File: src/sv/lbfg_pkg.sv
// lbfg_pkg: field widths, payload and configuration types, control word
// and microcode table of the load based frequency governor
// no dependencies
`timescale 1ns / 1ps
`default_nettype none

package lbfg_pkg;

    localparam int LOAD_W   = 29;
    localparam int LOAD_EW  = LOAD_W + (LOAD_W % 2);
    localparam int FREQ_W   = 22;
    localparam int PCT_W    = 7;
    localparam int TGT_W    = 23;
    localparam int REASON_W = 3;
    localparam int PROD_W   = PCT_W + FREQ_W;
    localparam int PADDR_W  = 5;
    localparam int PDATA_W  = 32;

    localparam logic [TGT_W-1:0] TGT_MAX = {TGT_W{1'b1}};

    typedef enum logic [REASON_W-1:0] {
        RSN_BAND  = 3'd0,
        RSN_HIGH  = 3'd1,
        RSN_JUMP  = 3'd2,
        RSN_CALC  = 3'd3,
        RSN_LIMIT = 3'd4
    } t_reason;

    typedef enum logic [2:0] {
        REG_MAX_FREQ  = 3'd0,
        REG_MIN_FREQ  = 3'd1,
        REG_BIAS_EN   = 3'd2,
        REG_HIGH_PCT  = 3'd3,
        REG_JUMP_MRG  = 3'd4,
        REG_BAND_LO   = 3'd5,
        REG_BAND_HI   = 3'd6,
        REG_TGT_PCT   = 3'd7
    } t_reg_idx;

    typedef struct packed {
        logic [LOAD_W-1:0] load_figure;
        logic [FREQ_W-1:0] cur_freq;
    } t_in;

    typedef struct packed {
        logic                request_valid;
        logic [TGT_W-1:0]    target_freq;
        logic                via_bias;
        logic [LOAD_W-1:0]   average_load;
        logic [REASON_W-1:0] reason;
    } t_out;

    typedef struct packed {
        logic [FREQ_W-1:0] max_freq;
        logic [FREQ_W-1:0] min_freq;
        logic              bias_enable;
        logic [PCT_W-1:0]  high_load_pct;
        logic [LOAD_W-1:0] jump_margin;
        logic [PCT_W-1:0]  band_low_pct;
        logic [PCT_W-1:0]  band_high_pct;
        logic [PCT_W-1:0]  target_pct;
    } t_cfg;

    typedef enum logic [3:0] {
        OP_NOP       = 4'd0,
        OP_ACCEPT    = 4'd1,
        OP_UPDATE    = 4'd2,
        OP_AVG_START = 4'd3,
        OP_BAND_LO   = 4'd4,
        OP_BAND_HI   = 4'd5,
        OP_DECIDE    = 4'd6,
        OP_QUOT      = 4'd7,
        OP_EMIT      = 4'd8
    } t_op;

    typedef enum logic [2:0] {
        C_NEXT     = 3'd0,
        C_NO_IN    = 3'd1,
        C_DIV_BUSY = 3'd2,
        C_NOT_CALC = 3'd3,
        C_OUT_FULL = 3'd4
    } t_cond;

    localparam int PROG_LEN = 11;
    localparam int PC_W     = $clog2(PROG_LEN);

    typedef struct packed {
        t_op             op;
        t_cond           cond;
        logic [PC_W-1:0] addr;
    } t_ctl;

    typedef struct packed {
        logic in_valid;
        logic div_busy;
        logic not_calc;
        logic out_full;
    } t_stat;

    function automatic t_ctl ucode(input logic [PC_W-1:0] pc);
        t_ctl w;
        w = '{op: OP_NOP, cond: C_NEXT, addr: '0};
        unique case (pc)
            4'd0:    w = '{op: OP_ACCEPT,    cond: C_NO_IN,    addr: 4'd0};
            4'd1:    w = '{op: OP_UPDATE,    cond: C_NEXT,     addr: 4'd0};
            4'd2:    w = '{op: OP_AVG_START, cond: C_NEXT,     addr: 4'd0};
            4'd3:    w = '{op: OP_BAND_LO,   cond: C_NEXT,     addr: 4'd0};
            4'd4:    w = '{op: OP_BAND_HI,   cond: C_NEXT,     addr: 4'd0};
            4'd5:    w = '{op: OP_NOP,       cond: C_DIV_BUSY, addr: 4'd5};
            4'd6:    w = '{op: OP_DECIDE,    cond: C_NEXT,     addr: 4'd0};
            4'd7:    w = '{op: OP_NOP,       cond: C_NOT_CALC, addr: 4'd10};
            4'd8:    w = '{op: OP_NOP,       cond: C_DIV_BUSY, addr: 4'd8};
            4'd9:    w = '{op: OP_QUOT,      cond: C_NEXT,     addr: 4'd0};
            4'd10:   w = '{op: OP_EMIT,      cond: C_OUT_FULL, addr: 4'd10};
            default: w = '{op: OP_NOP,       cond: C_NEXT,     addr: 4'd0};
        endcase
        return w;
    endfunction

endpackage

`default_nettype wire

File: src/sv/load_based_frequency_governor_unit.sv
// load_based_frequency_governor_unit: top level with configuration
// registers and apb port; depends on lbfg_pkg, lbfg_seq and lbfg_dp
`timescale 1ns / 1ps
`default_nettype none

// One load sample in, one decision out. A short microprogram steps a plain
// datapath: the sample is pushed into a ring of the last HISTORY_DEPTH load
// figures (kept in a ram, with a wrap flag so no clearing pass is needed
// after reset), the running sum is divided by the depth for the moving
// average, thresholds are checked with one shared multiplier, and where a
// target is computed the load figure is divided by target_pct. Both
// divisions use one divider retiring two quotient bits per cycle. An item
// runs through the steps of the program, one divider run for the moving
// average and, when a target is computed, a second divider run for the
// target division; the next item is accepted once the program returns
// to its first step. The output register lets a new item be accepted
// while the previous result waits to be taken.
module load_based_frequency_governor_unit #(
    parameter int HISTORY_DEPTH = 10
) (
    input  wire logic                              i_clk,
    input  wire logic                              i_rst_n,
    input  wire logic                              i_in_valid,
    output logic                                   o_in_ready,
    input  wire lbfg_pkg::t_in                     i_in_data,
    output logic                                   o_out_valid,
    input  wire logic                              i_out_ready,
    output lbfg_pkg::t_out                         o_out_data,
    input  wire logic                              psel,
    input  wire logic                              penable,
    input  wire logic                              pwrite,
    input  wire logic [lbfg_pkg::PADDR_W-1:0]      paddr,
    input  wire logic [lbfg_pkg::PDATA_W-1:0]      pwdata,
    output logic      [lbfg_pkg::PDATA_W-1:0]      prdata,
    output logic                                   pready
);
    import lbfg_pkg::*;

    t_cfg     r_cfg;
    t_ctl     ctl;
    t_stat    stat;
    t_reg_idx idx;
    logic     wr;

    assign pready = 1'b1;
    assign idx    = t_reg_idx'(paddr[PADDR_W-1:2]);
    assign wr     = psel && penable && pwrite;

    always_ff @(posedge i_clk) begin
        if (!i_rst_n) begin
            r_cfg.max_freq      <= FREQ_W'(1704000);
            r_cfg.min_freq      <= FREQ_W'(132000);
            r_cfg.bias_enable   <= 1'b0;
            r_cfg.high_load_pct <= PCT_W'(95);
            r_cfg.jump_margin   <= LOAD_W'(9000000);
            r_cfg.band_low_pct  <= PCT_W'(60);
            r_cfg.band_high_pct <= PCT_W'(80);
            r_cfg.target_pct    <= PCT_W'(65);
        end else if (wr) begin
            unique case (idx)
                REG_MAX_FREQ: r_cfg.max_freq      <= pwdata[FREQ_W-1:0];
                REG_MIN_FREQ: r_cfg.min_freq      <= pwdata[FREQ_W-1:0];
                REG_BIAS_EN:  r_cfg.bias_enable   <= pwdata[0];
                REG_HIGH_PCT: r_cfg.high_load_pct <= pwdata[PCT_W-1:0];
                REG_JUMP_MRG: r_cfg.jump_margin   <= pwdata[LOAD_W-1:0];
                REG_BAND_LO:  r_cfg.band_low_pct  <= pwdata[PCT_W-1:0];
                REG_BAND_HI:  r_cfg.band_high_pct <= pwdata[PCT_W-1:0];
                REG_TGT_PCT:  r_cfg.target_pct    <= pwdata[PCT_W-1:0];
                default: ;
            endcase
        end
    end

    always_comb begin
        unique case (idx)
            REG_MAX_FREQ: prdata = PDATA_W'(r_cfg.max_freq);
            REG_MIN_FREQ: prdata = PDATA_W'(r_cfg.min_freq);
            REG_BIAS_EN:  prdata = PDATA_W'(r_cfg.bias_enable);
            REG_HIGH_PCT: prdata = PDATA_W'(r_cfg.high_load_pct);
            REG_JUMP_MRG: prdata = PDATA_W'(r_cfg.jump_margin);
            REG_BAND_LO:  prdata = PDATA_W'(r_cfg.band_low_pct);
            REG_BAND_HI:  prdata = PDATA_W'(r_cfg.band_high_pct);
            REG_TGT_PCT:  prdata = PDATA_W'(r_cfg.target_pct);
            default:      prdata = '0;
        endcase
    end

    assign o_in_ready = (ctl.op == OP_ACCEPT);

    lbfg_seq u_seq (
        .i_clk   (i_clk),
        .i_rst_n (i_rst_n),
        .i_stat  (stat),
        .o_ctl   (ctl)
    );

    lbfg_dp #(
        .HISTORY_DEPTH (HISTORY_DEPTH)
    ) u_dp (
        .i_clk       (i_clk),
        .i_rst_n     (i_rst_n),
        .i_ctl       (ctl),
        .i_cfg       (r_cfg),
        .i_in_valid  (i_in_valid),
        .i_in_data   (i_in_data),
        .i_out_ready (i_out_ready),
        .o_out_valid (o_out_valid),
        .o_out_data  (o_out_data),
        .o_stat      (stat)
    );

endmodule

`default_nettype wire

File: src/sv/lbfg_ram.sv
// lbfg_ram: generic single write port, single read port ram with
// registered read data; no dependencies
`timescale 1ns / 1ps
`default_nettype none

module lbfg_ram #(
    parameter int WIDTH = 29,
    parameter int DEPTH = 10,
    localparam int AW = (DEPTH > 1) ? $clog2(DEPTH) : 1
) (
    input  wire logic             i_clk,
    input  wire logic             i_we,
    input  wire logic [AW-1:0]    i_waddr,
    input  wire logic [WIDTH-1:0] i_wdata,
    input  wire logic [AW-1:0]    i_raddr,
    output logic      [WIDTH-1:0] o_rdata
);

    logic [WIDTH-1:0] r_mem [DEPTH];

    always_ff @(posedge i_clk) begin
        if (i_we) begin
            r_mem[i_waddr] <= i_wdata;
        end
        o_rdata <= r_mem[i_raddr];
    end

endmodule

`default_nettype wire

File: src/sv/lbfg_seq.sv
// lbfg_seq: step counter and microcode fetch with conditional jumps
// depends on lbfg_pkg (control word, status and microcode table)
`timescale 1ns / 1ps
`default_nettype none

module lbfg_seq (
    input  wire logic           i_clk,
    input  wire logic           i_rst_n,
    input  wire lbfg_pkg::t_stat i_stat,
    output lbfg_pkg::t_ctl      o_ctl
);
    import lbfg_pkg::*;

    logic [PC_W-1:0] r_pc;
    logic [PC_W-1:0] n_pc;
    logic            jump;

    assign o_ctl = ucode(r_pc);

    always_comb begin
        unique case (o_ctl.cond)
            C_NEXT:     jump = 1'b0;
            C_NO_IN:    jump = !i_stat.in_valid;
            C_DIV_BUSY: jump = i_stat.div_busy;
            C_NOT_CALC: jump = i_stat.not_calc;
            C_OUT_FULL: jump = i_stat.out_full;
            default:    jump = 1'b0;
        endcase
        if (jump) begin
            n_pc = o_ctl.addr;
        end else if (r_pc == PC_W'(PROG_LEN - 1)) begin
            n_pc = '0;
        end else begin
            n_pc = r_pc + PC_W'(1);
        end
    end

    always_ff @(posedge i_clk) begin
        if (!i_rst_n) begin
            r_pc <= '0;
        end else begin
            r_pc <= n_pc;
        end
    end

endmodule

`default_nettype wire

File: src/sv/lbfg_dp.sv
// lbfg_dp: datapath of the governor: history ring, running sum, shared
// multiplier, two-bit-per-cycle divider, decision and output register
// depends on lbfg_pkg and lbfg_ram
`timescale 1ns / 1ps
`default_nettype none

module lbfg_dp #(
    parameter int HISTORY_DEPTH = 10
) (
    input  wire logic           i_clk,
    input  wire logic           i_rst_n,
    input  wire lbfg_pkg::t_ctl i_ctl,
    input  wire lbfg_pkg::t_cfg i_cfg,
    input  wire logic           i_in_valid,
    input  wire lbfg_pkg::t_in  i_in_data,
    input  wire logic           i_out_ready,
    output logic                o_out_valid,
    output lbfg_pkg::t_out      o_out_data,
    output lbfg_pkg::t_stat     o_stat
);
    import lbfg_pkg::*;

    localparam int PTR_W = (HISTORY_DEPTH > 1) ? $clog2(HISTORY_DEPTH) : 1;
    localparam int SUM_W = LOAD_W + $clog2(HISTORY_DEPTH);
    localparam int DVD_W = SUM_W + (SUM_W % 2);
    localparam int DVS_W = PCT_W;
    localparam int CNT_W = $clog2(DVD_W / 2 + 1);

    logic [LOAD_W-1:0] r_load;
    logic [FREQ_W-1:0] r_cur;
    logic [PTR_W-1:0]  r_ptr;
    logic              r_full;
    logic [SUM_W-1:0]  r_sum;
    logic [PROD_W-1:0] r_prod;
    logic              r_hi;
    logic              r_blo;
    logic              r_bhi;
    logic [DVD_W-1:0]  r_dvd;
    logic [DVS_W-1:0]  r_rem;
    logic [DVS_W-1:0]  r_dvs;
    logic [CNT_W-1:0]  r_cnt;
    logic [LOAD_W-1:0] r_avg;
    t_reason           r_reason;
    logic [TGT_W-1:0]  r_target;
    logic              r_out_valid;
    t_out              r_out;

    logic [LOAD_W-1:0] ram_rdata;
    logic [LOAD_W-1:0] old_load;
    logic              in_fire;
    logic              upd;
    logic              emit_fire;
    logic [PCT_W-1:0]  mul_pct;
    logic [PROD_W-1:0] mul_res;

    logic [DVS_W:0]    t0;
    logic [DVS_W:0]    t1;
    logic [DVS_W:0]    d0;
    logic [DVS_W:0]    d1;
    logic              q0;
    logic              q1;
    logic [DVS_W-1:0]  rem0;
    logic [DVS_W-1:0]  rem1;

    logic [LOAD_W-1:0] avg_q;
    logic [LOAD_W:0]   avg_mrg;
    logic              jump;
    logic [LOAD_EW-1:0] tgt_q;
    logic              lim;
    logic              busy_req;

    assign in_fire   = (i_ctl.op == OP_ACCEPT) && i_in_valid;
    assign upd       = (i_ctl.op == OP_UPDATE);
    assign emit_fire = (i_ctl.op == OP_EMIT) && !r_out_valid;
    assign old_load  = r_full ? ram_rdata : '0;

    lbfg_ram #(
        .WIDTH (LOAD_W),
        .DEPTH (HISTORY_DEPTH)
    ) u_hist (
        .i_clk   (i_clk),
        .i_we    (upd),
        .i_waddr (r_ptr),
        .i_wdata (r_load),
        .i_raddr (r_ptr),
        .o_rdata (ram_rdata)
    );

    // one shared multiplier for the three percent thresholds
    always_comb begin
        unique case (i_ctl.op)
            OP_AVG_START: mul_pct = i_cfg.band_low_pct;
            OP_BAND_LO:   mul_pct = i_cfg.band_high_pct;
            default:      mul_pct = i_cfg.high_load_pct;
        endcase
        mul_res = PROD_W'(mul_pct) * PROD_W'(r_cur);
    end

    // two restoring division steps per cycle
    always_comb begin
        t0   = {r_rem, r_dvd[DVD_W-1]};
        d0   = t0 - {1'b0, r_dvs};
        q0   = (t0 >= {1'b0, r_dvs});
        rem0 = q0 ? d0[DVS_W-1:0] : t0[DVS_W-1:0];
        t1   = {rem0, r_dvd[DVD_W-2]};
        d1   = t1 - {1'b0, r_dvs};
        q1   = (t1 >= {1'b0, r_dvs});
        rem1 = q1 ? d1[DVS_W-1:0] : t1[DVS_W-1:0];
    end

    assign avg_q   = r_dvd[LOAD_W-1:0];
    assign avg_mrg = {1'b0, avg_q} + {1'b0, i_cfg.jump_margin};
    assign jump    = ({1'b0, r_load} > avg_mrg);
    assign tgt_q   = r_dvd[LOAD_EW-1:0];
    assign lim     = ((r_cur == i_cfg.max_freq) && (r_target >= {1'b0, i_cfg.max_freq}))
                  || ((r_cur == i_cfg.min_freq) && (r_target <= {1'b0, i_cfg.min_freq}));
    assign busy_req = (r_reason != RSN_BAND) && !lim;

    always_ff @(posedge i_clk) begin
        if (!i_rst_n) begin
            r_ptr       <= '0;
            r_full      <= 1'b0;
            r_sum       <= '0;
            r_cnt       <= '0;
            r_out_valid <= 1'b0;
        end else begin
            if (upd) begin
                r_sum <= r_sum + SUM_W'(r_load) - SUM_W'(old_load);
                if (r_ptr == PTR_W'(HISTORY_DEPTH - 1)) begin
                    r_ptr  <= '0;
                    r_full <= 1'b1;
                end else begin
                    r_ptr <= r_ptr + PTR_W'(1);
                end
            end
            if (i_ctl.op == OP_AVG_START) begin
                r_cnt <= CNT_W'(DVD_W / 2);
            end else if (i_ctl.op == OP_DECIDE) begin
                r_cnt <= CNT_W'(LOAD_EW / 2);
            end else if (r_cnt != '0) begin
                r_cnt <= r_cnt - CNT_W'(1);
            end
            if (i_out_ready && r_out_valid) begin
                r_out_valid <= 1'b0;
            end
            if (emit_fire) begin
                r_out_valid <= 1'b1;
            end
        end
    end

    always_ff @(posedge i_clk) begin
        if (in_fire) begin
            r_load <= i_in_data.load_figure;
            r_cur  <= i_in_data.cur_freq;
        end
        if (upd || (i_ctl.op == OP_AVG_START) || (i_ctl.op == OP_BAND_LO)) begin
            r_prod <= mul_res;
        end
        if (i_ctl.op == OP_AVG_START) begin
            r_hi <= ({1'b0, r_load} > {1'b0, r_prod});
        end
        if (i_ctl.op == OP_BAND_LO) begin
            r_blo <= ({1'b0, r_load} > {1'b0, r_prod});
        end
        if (i_ctl.op == OP_BAND_HI) begin
            r_bhi <= ({1'b0, r_load} < {1'b0, r_prod});
        end
        if (i_ctl.op == OP_AVG_START) begin
            r_dvd <= DVD_W'(r_sum);
            r_dvs <= DVS_W'(HISTORY_DEPTH);
            r_rem <= '0;
        end else if (i_ctl.op == OP_DECIDE) begin
            r_dvd <= DVD_W'(r_load) << (DVD_W - LOAD_EW);
            r_dvs <= (i_cfg.target_pct == '0) ? DVS_W'(1) : i_cfg.target_pct;
            r_rem <= '0;
        end else if (r_cnt != '0) begin
            r_dvd <= {r_dvd[DVD_W-3:0], q0, q1};
            r_rem <= rem1;
        end
        if (i_ctl.op == OP_DECIDE) begin
            r_avg    <= avg_q;
            r_target <= {1'b0, i_cfg.max_freq};
            priority if (r_hi) begin
                r_reason <= RSN_HIGH;
            end else if (jump) begin
                r_reason <= RSN_JUMP;
            end else if (r_blo && r_bhi) begin
                r_reason <= RSN_BAND;
            end else begin
                r_reason <= RSN_CALC;
            end
        end
        if (i_ctl.op == OP_QUOT) begin
            r_target <= (|tgt_q[LOAD_EW-1:TGT_W]) ? TGT_MAX : tgt_q[TGT_W-1:0];
        end
        if (emit_fire) begin
            r_out.request_valid <= busy_req;
            r_out.target_freq   <= busy_req ? r_target : '0;
            r_out.via_bias      <= busy_req & i_cfg.bias_enable;
            r_out.average_load  <= r_avg;
            r_out.reason        <= ((r_reason != RSN_BAND) && lim) ? RSN_LIMIT : r_reason;
        end
    end

    assign o_out_valid = r_out_valid;
    assign o_out_data  = r_out;

    assign o_stat.in_valid = i_in_valid;
    assign o_stat.div_busy = (r_cnt != '0);
    assign o_stat.not_calc = (r_reason != RSN_CALC);
    assign o_stat.out_full = r_out_valid;

endmodule

`default_nettype wire

File: config.mk
export PLATFORM = sky130hd
export DESIGN_NAME = load_based_frequency_governor_unit
export DESIGN_NICKNAME = d
export VERILOG_FILES = /design/src/sv/lbfg_pkg.sv /design/src/sv/load_based_frequency_governor_unit.sv /design/src/sv/lbfg_ram.sv /design/src/sv/lbfg_seq.sv /design/src/sv/lbfg_dp.sv
export SDC_FILE = /design/constraint.sdc
export NUM_CORES = 2
export LEC_CHECK = 0
export BUFFER_PORTS_ARGS = -buffer_cell sky130_fd_sc_hd__buf_2
export CAP_MARGIN = 20
export CORE_MARGIN = 3
export CORE_UTILIZATION = 60
export CTS_CLUSTER_DIAMETER = 120
export CTS_CLUSTER_SIZE = 10
export DETAILED_ROUTE_END_ITERATION = 10
export PLACE_DENSITY_LB_ADDON = 0.12
export RECOVER_POWER = 50
export SETUP_SLACK_MARGIN = 0.02
export SYNTH_ARGS = -nofsm -noshare
export SYNTH_HDL_FRONTEND = slang
export SYNTH_SLANG_ARGS = --single-unit
File: constraint.sdc
create_clock -name i_clk -period 8.6 [get_ports i_clk]
set_clock_uncertainty 0.1 [all_clocks]
set_input_delay 0 -clock i_clk [delete_from_list [all_inputs] [get_ports i_clk]]
set_output_delay 0 -clock i_clk [all_outputs]
set_load 0.01 [all_outputs]
==> flow_summary.ini <==
[pwr]
p_leak_nw = 17.60
powerDensity_mw_per_mm2 = 342.0
power_mw = 15.37
max-vdd-ir-drop_v = 0.0009870

[timing]
min_period_over_period_pct = 90.14
finalMaxSlewViolations = 350
worstMarginPinSlew_ns = 3.586
maxSlewHeadroom_pct = -140.4
rsz0062_at_grt = no
hold_viol = 0
fmax_ghz = 0.1290
setup_violations = 0
worst_slack_ns = 0.8478
fin_crit_ns = 7.752
fin_tns_setup_ns = 0

[critical_path]
cp_max_fo = 22
worst-endpoint-arrival_ns = 8.12
end_kind = flop
cp-startpoint = u_seq.o_ctl[9]
timing.rr.end = u_dp.r_prod[25]
rr_startpoint = u_seq.o_ctl[9]
startpoint_type = flop
critPathRequiredTime_ns = 8.97
crit_type = reg2reg
reg2reg_setup_slack_ns = 0.85
r2r_cells = 24

[global_routing]
globalRouteOverflowTotal = 0
grt_pass1_vias = 28770
grt_antenna_before_repair = 2
grt_max_degree = 88
grt_first_pass_wirelength_um = 170900
grt_util_all_layers_pct = 32.22

[drt]
vias_per_cell = 6.113
drc = 0
first_iter_violations = 2911
vias = 28870
avgRoutedWirePerCell_um = 23.63
postRouteAntennaNets = 0
first_pass_iters = 6
wirelength_um = 111600

[cells_and_area]
area_growth_pct = 13.67
layout_commonest_cell = edfxtp_1
drive_above_1_share_pct = 9.213
nNetsFinal = 4251
final_cell_mix = 517 x edfxtp_1, 409 x nand2_1, 324 x inv_1

[yosys]
ys_ff_latch = 720
syn_area_per_cell_um2 = 11.27
synth.area.top_cells = edfxtp_1 39%, dfxtp_1 10%, ha_1 7.3%
synth_largest_area_cell = edfxtp_1
ys.flop_type = edfxtp_1
postSynthCellCount = 3508
yosysWarnings = 0
ys_types = 90
postSynth.asyncResetShare_pct = 0
synth_edf_count = 517
yosys.area.top_type_share_pct = 39.26
ys_seq_area_share_pct = 49.54
synth_area_mm2 = 0.03954

[cts]
clkSinkCount = 720
cts_tree = done
cts_made_buffers = 81
path_clk_slew_ns = 0.06
worstSkewPairLatency_ns = 0.64
root_buffer = clkbuf_16
post_cts_buffers = 0
clock_path_buffers = 3
h-tree-depth = 3

[floorplan]
core_area_mm2 = 0.06481
die_w_um = 262.7
dieArea_mm2 = 0.06902
row_count = 93
ios = 187
start_util_pct = 61.01
fp.dieH_um = 262.7

[run_status]
status = complete, but fails checks
violations = capacitance limit, slew limit

[run]
maxCapViolCount = 8

[hold_path]
hold_path_class = in2reg
min_to = r_cfg[21]
hold_depth = 5
hp-start = pwrite

[placed_design]
portBuffers = 177
gp_congestion = 0.9984
dp_slack_ns = 1.015
hpwl_um = 77680
==> kinds of logic after synthesis <==
| group | share of synthesized area (%) |
|---|---|
| xor+xnor | 2.791 |
| other cells | 0.01899 |
| flops | 49.54 |
| buf+inv | 4.718 |
| simple gates | 12.08 |
| fa+ha+maj | 13.91 |
| mux | 5.927 |
| compound gates | 11.01 |
==> state kept, by name, summed over array words and instances (netlist names), 22 cells and up <==
| signal | cells |
|---|---|
| u_dp.r_sum | 33 |
| u_dp.r_target | 23 |
| u_dp.r_dvd | 34 |
| u_dp.o_out_data | 57 |
| u_dp.u_hist.o_rdata | 29 |
| u_dp.r_prod | 29 |
| u_dp.r_avg | 29 |
| u_dp.r_load | 29 |
| u_dp.r_cur | 22 |
| r_cfg | 102 |
| u_dp.u_hist.r_mem | 290 |
==> final cells by class <==
| cell class | count | area [um2] |
|---|---|---|
| clock buffers | 146 | 2292 |
| inverters | 328 | 1232 |
| multi-input cells | 2298 | 18140 |
| diodes | 3 | 7.507 |
| flip-flops and latches | 720 | 19600 |
| well taps | 855 | 1070 |
| clock inverters | 6 | 111.4 |
| repair buffers | 366 | 2494 |
| fillers | 4729 | 19870 |
==> where the power goes <==
group	total, mW	leakage, nW	switching (mW)	internal (mW)
clock	3.21	1.14	1.40	1.81
sequential	4.82	6.44	0.442	4.38
combinational	7.35	10.0	4.21	3.14
==> timing repair <==
action | CTS | global route
hold buffers | 138 | 0
gates resized for setup | 0 | 0
hold endpoints to repair | 157 | 0
==> cells in the mapped netlist, types with 12 or more instances <==
| cell | instances |
|---|---|
| a31oi_1 | 13 |
| nor3_1 | 57 |
| fa_1 | 131 |
| dfxtp_1 | 203 |
| edfxtp_1 | 517 |
| o21a_1 | 21 |
| mux4_2 | 60 |
| nand2b_1 | 22 |
| o221ai_1 | 29 |
| ha_1 | 230 |
| a22oi_1 | 16 |
| mux2_2 | 14 |
| mux2i_1 | 82 |
| xor2_1 | 70 |
| a211oi_1 | 49 |
| o21ai_0 | 73 |
| and3_1 | 15 |
| o22a_1 | 22 |
| clkbuf_1 | 141 |
| nand3_1 | 48 |
| o31ai_1 | 13 |
| nor2b_1 | 48 |
| nand4_1 | 28 |
| and2_1 | 147 |
| nor4_1 | 20 |
| buf_1 | 16 |
| nor2_1 | 146 |
| a21oi_1 | 251 |
| nand2_1 | 409 |
| inv_1 | 325 |
| xnor2_1 | 56 |
| a21o_1 | 71 |
| o21bai_1 | 12 |
| o211ai_1 | 18 |
==> how the worst max path moves through the flow <==
stage	end	slack, ns	cells past startpoint
floorplan	u_dp.r_prod[27]	2.34	25
global placement	u_dp.r_prod[27]	1.31	24
detailed placement	u_dp.r_prod[25]	1.01	24
CTS	u_dp.r_prod[25]	1.00	24
global route	u_dp.r_prod[25]	0.49	24
finish	u_dp.r_prod[25]	0.85	24
==> metal layers <==
layer,vias to the layer above,GRT usage [%],wire length (um)
met1,14300,45.15,46460
met5,-,0,0
met2,1264,50.57,51020
li1,13040,-,-
met3,261,5.646,9063
met4,0,12.56,5061
==> metrics by stage <==
stage                     cell area [um2]  utilization (%)  instances  hold slack, ns
after global routing                44940            69.33       4719        -0.01033
after detailed placement            41330            63.77       4427         0.07810
after global placement              41330            63.77       4427         0.07598
after floorplan                     39550                -       3510       -0.001131
final                               44940            69.34       4722        0.007473
after CTS                           45110            69.60       4717         0.01062
==> critical path: stages, from the launching register on <==
cell and delay, ns:
dfxtp_1 0.38, nor2b_1 0.23, nor3b_2 0.60, nor2_1 0.26
nand2_1 0.14, nand2_1 0.51, and2_1 0.43, fa_1 0.53
inv_1 0.05, fa_1 0.47, inv_1 0.06, fa_1 0.55
inv_1 0.06, fa_1 0.53, inv_1 0.04, ha_1 0.34
o21ai_0 0.11, a21oi_1 0.12, o21ai_1 0.14, o41ai_1 0.69
a41oi_1 0.23, a211oi_1 0.35, a41o_1 0.28, o41a_1 0.17
xor2_1 0.20
No activity file was read; power rests on OpenSTA's default activity.
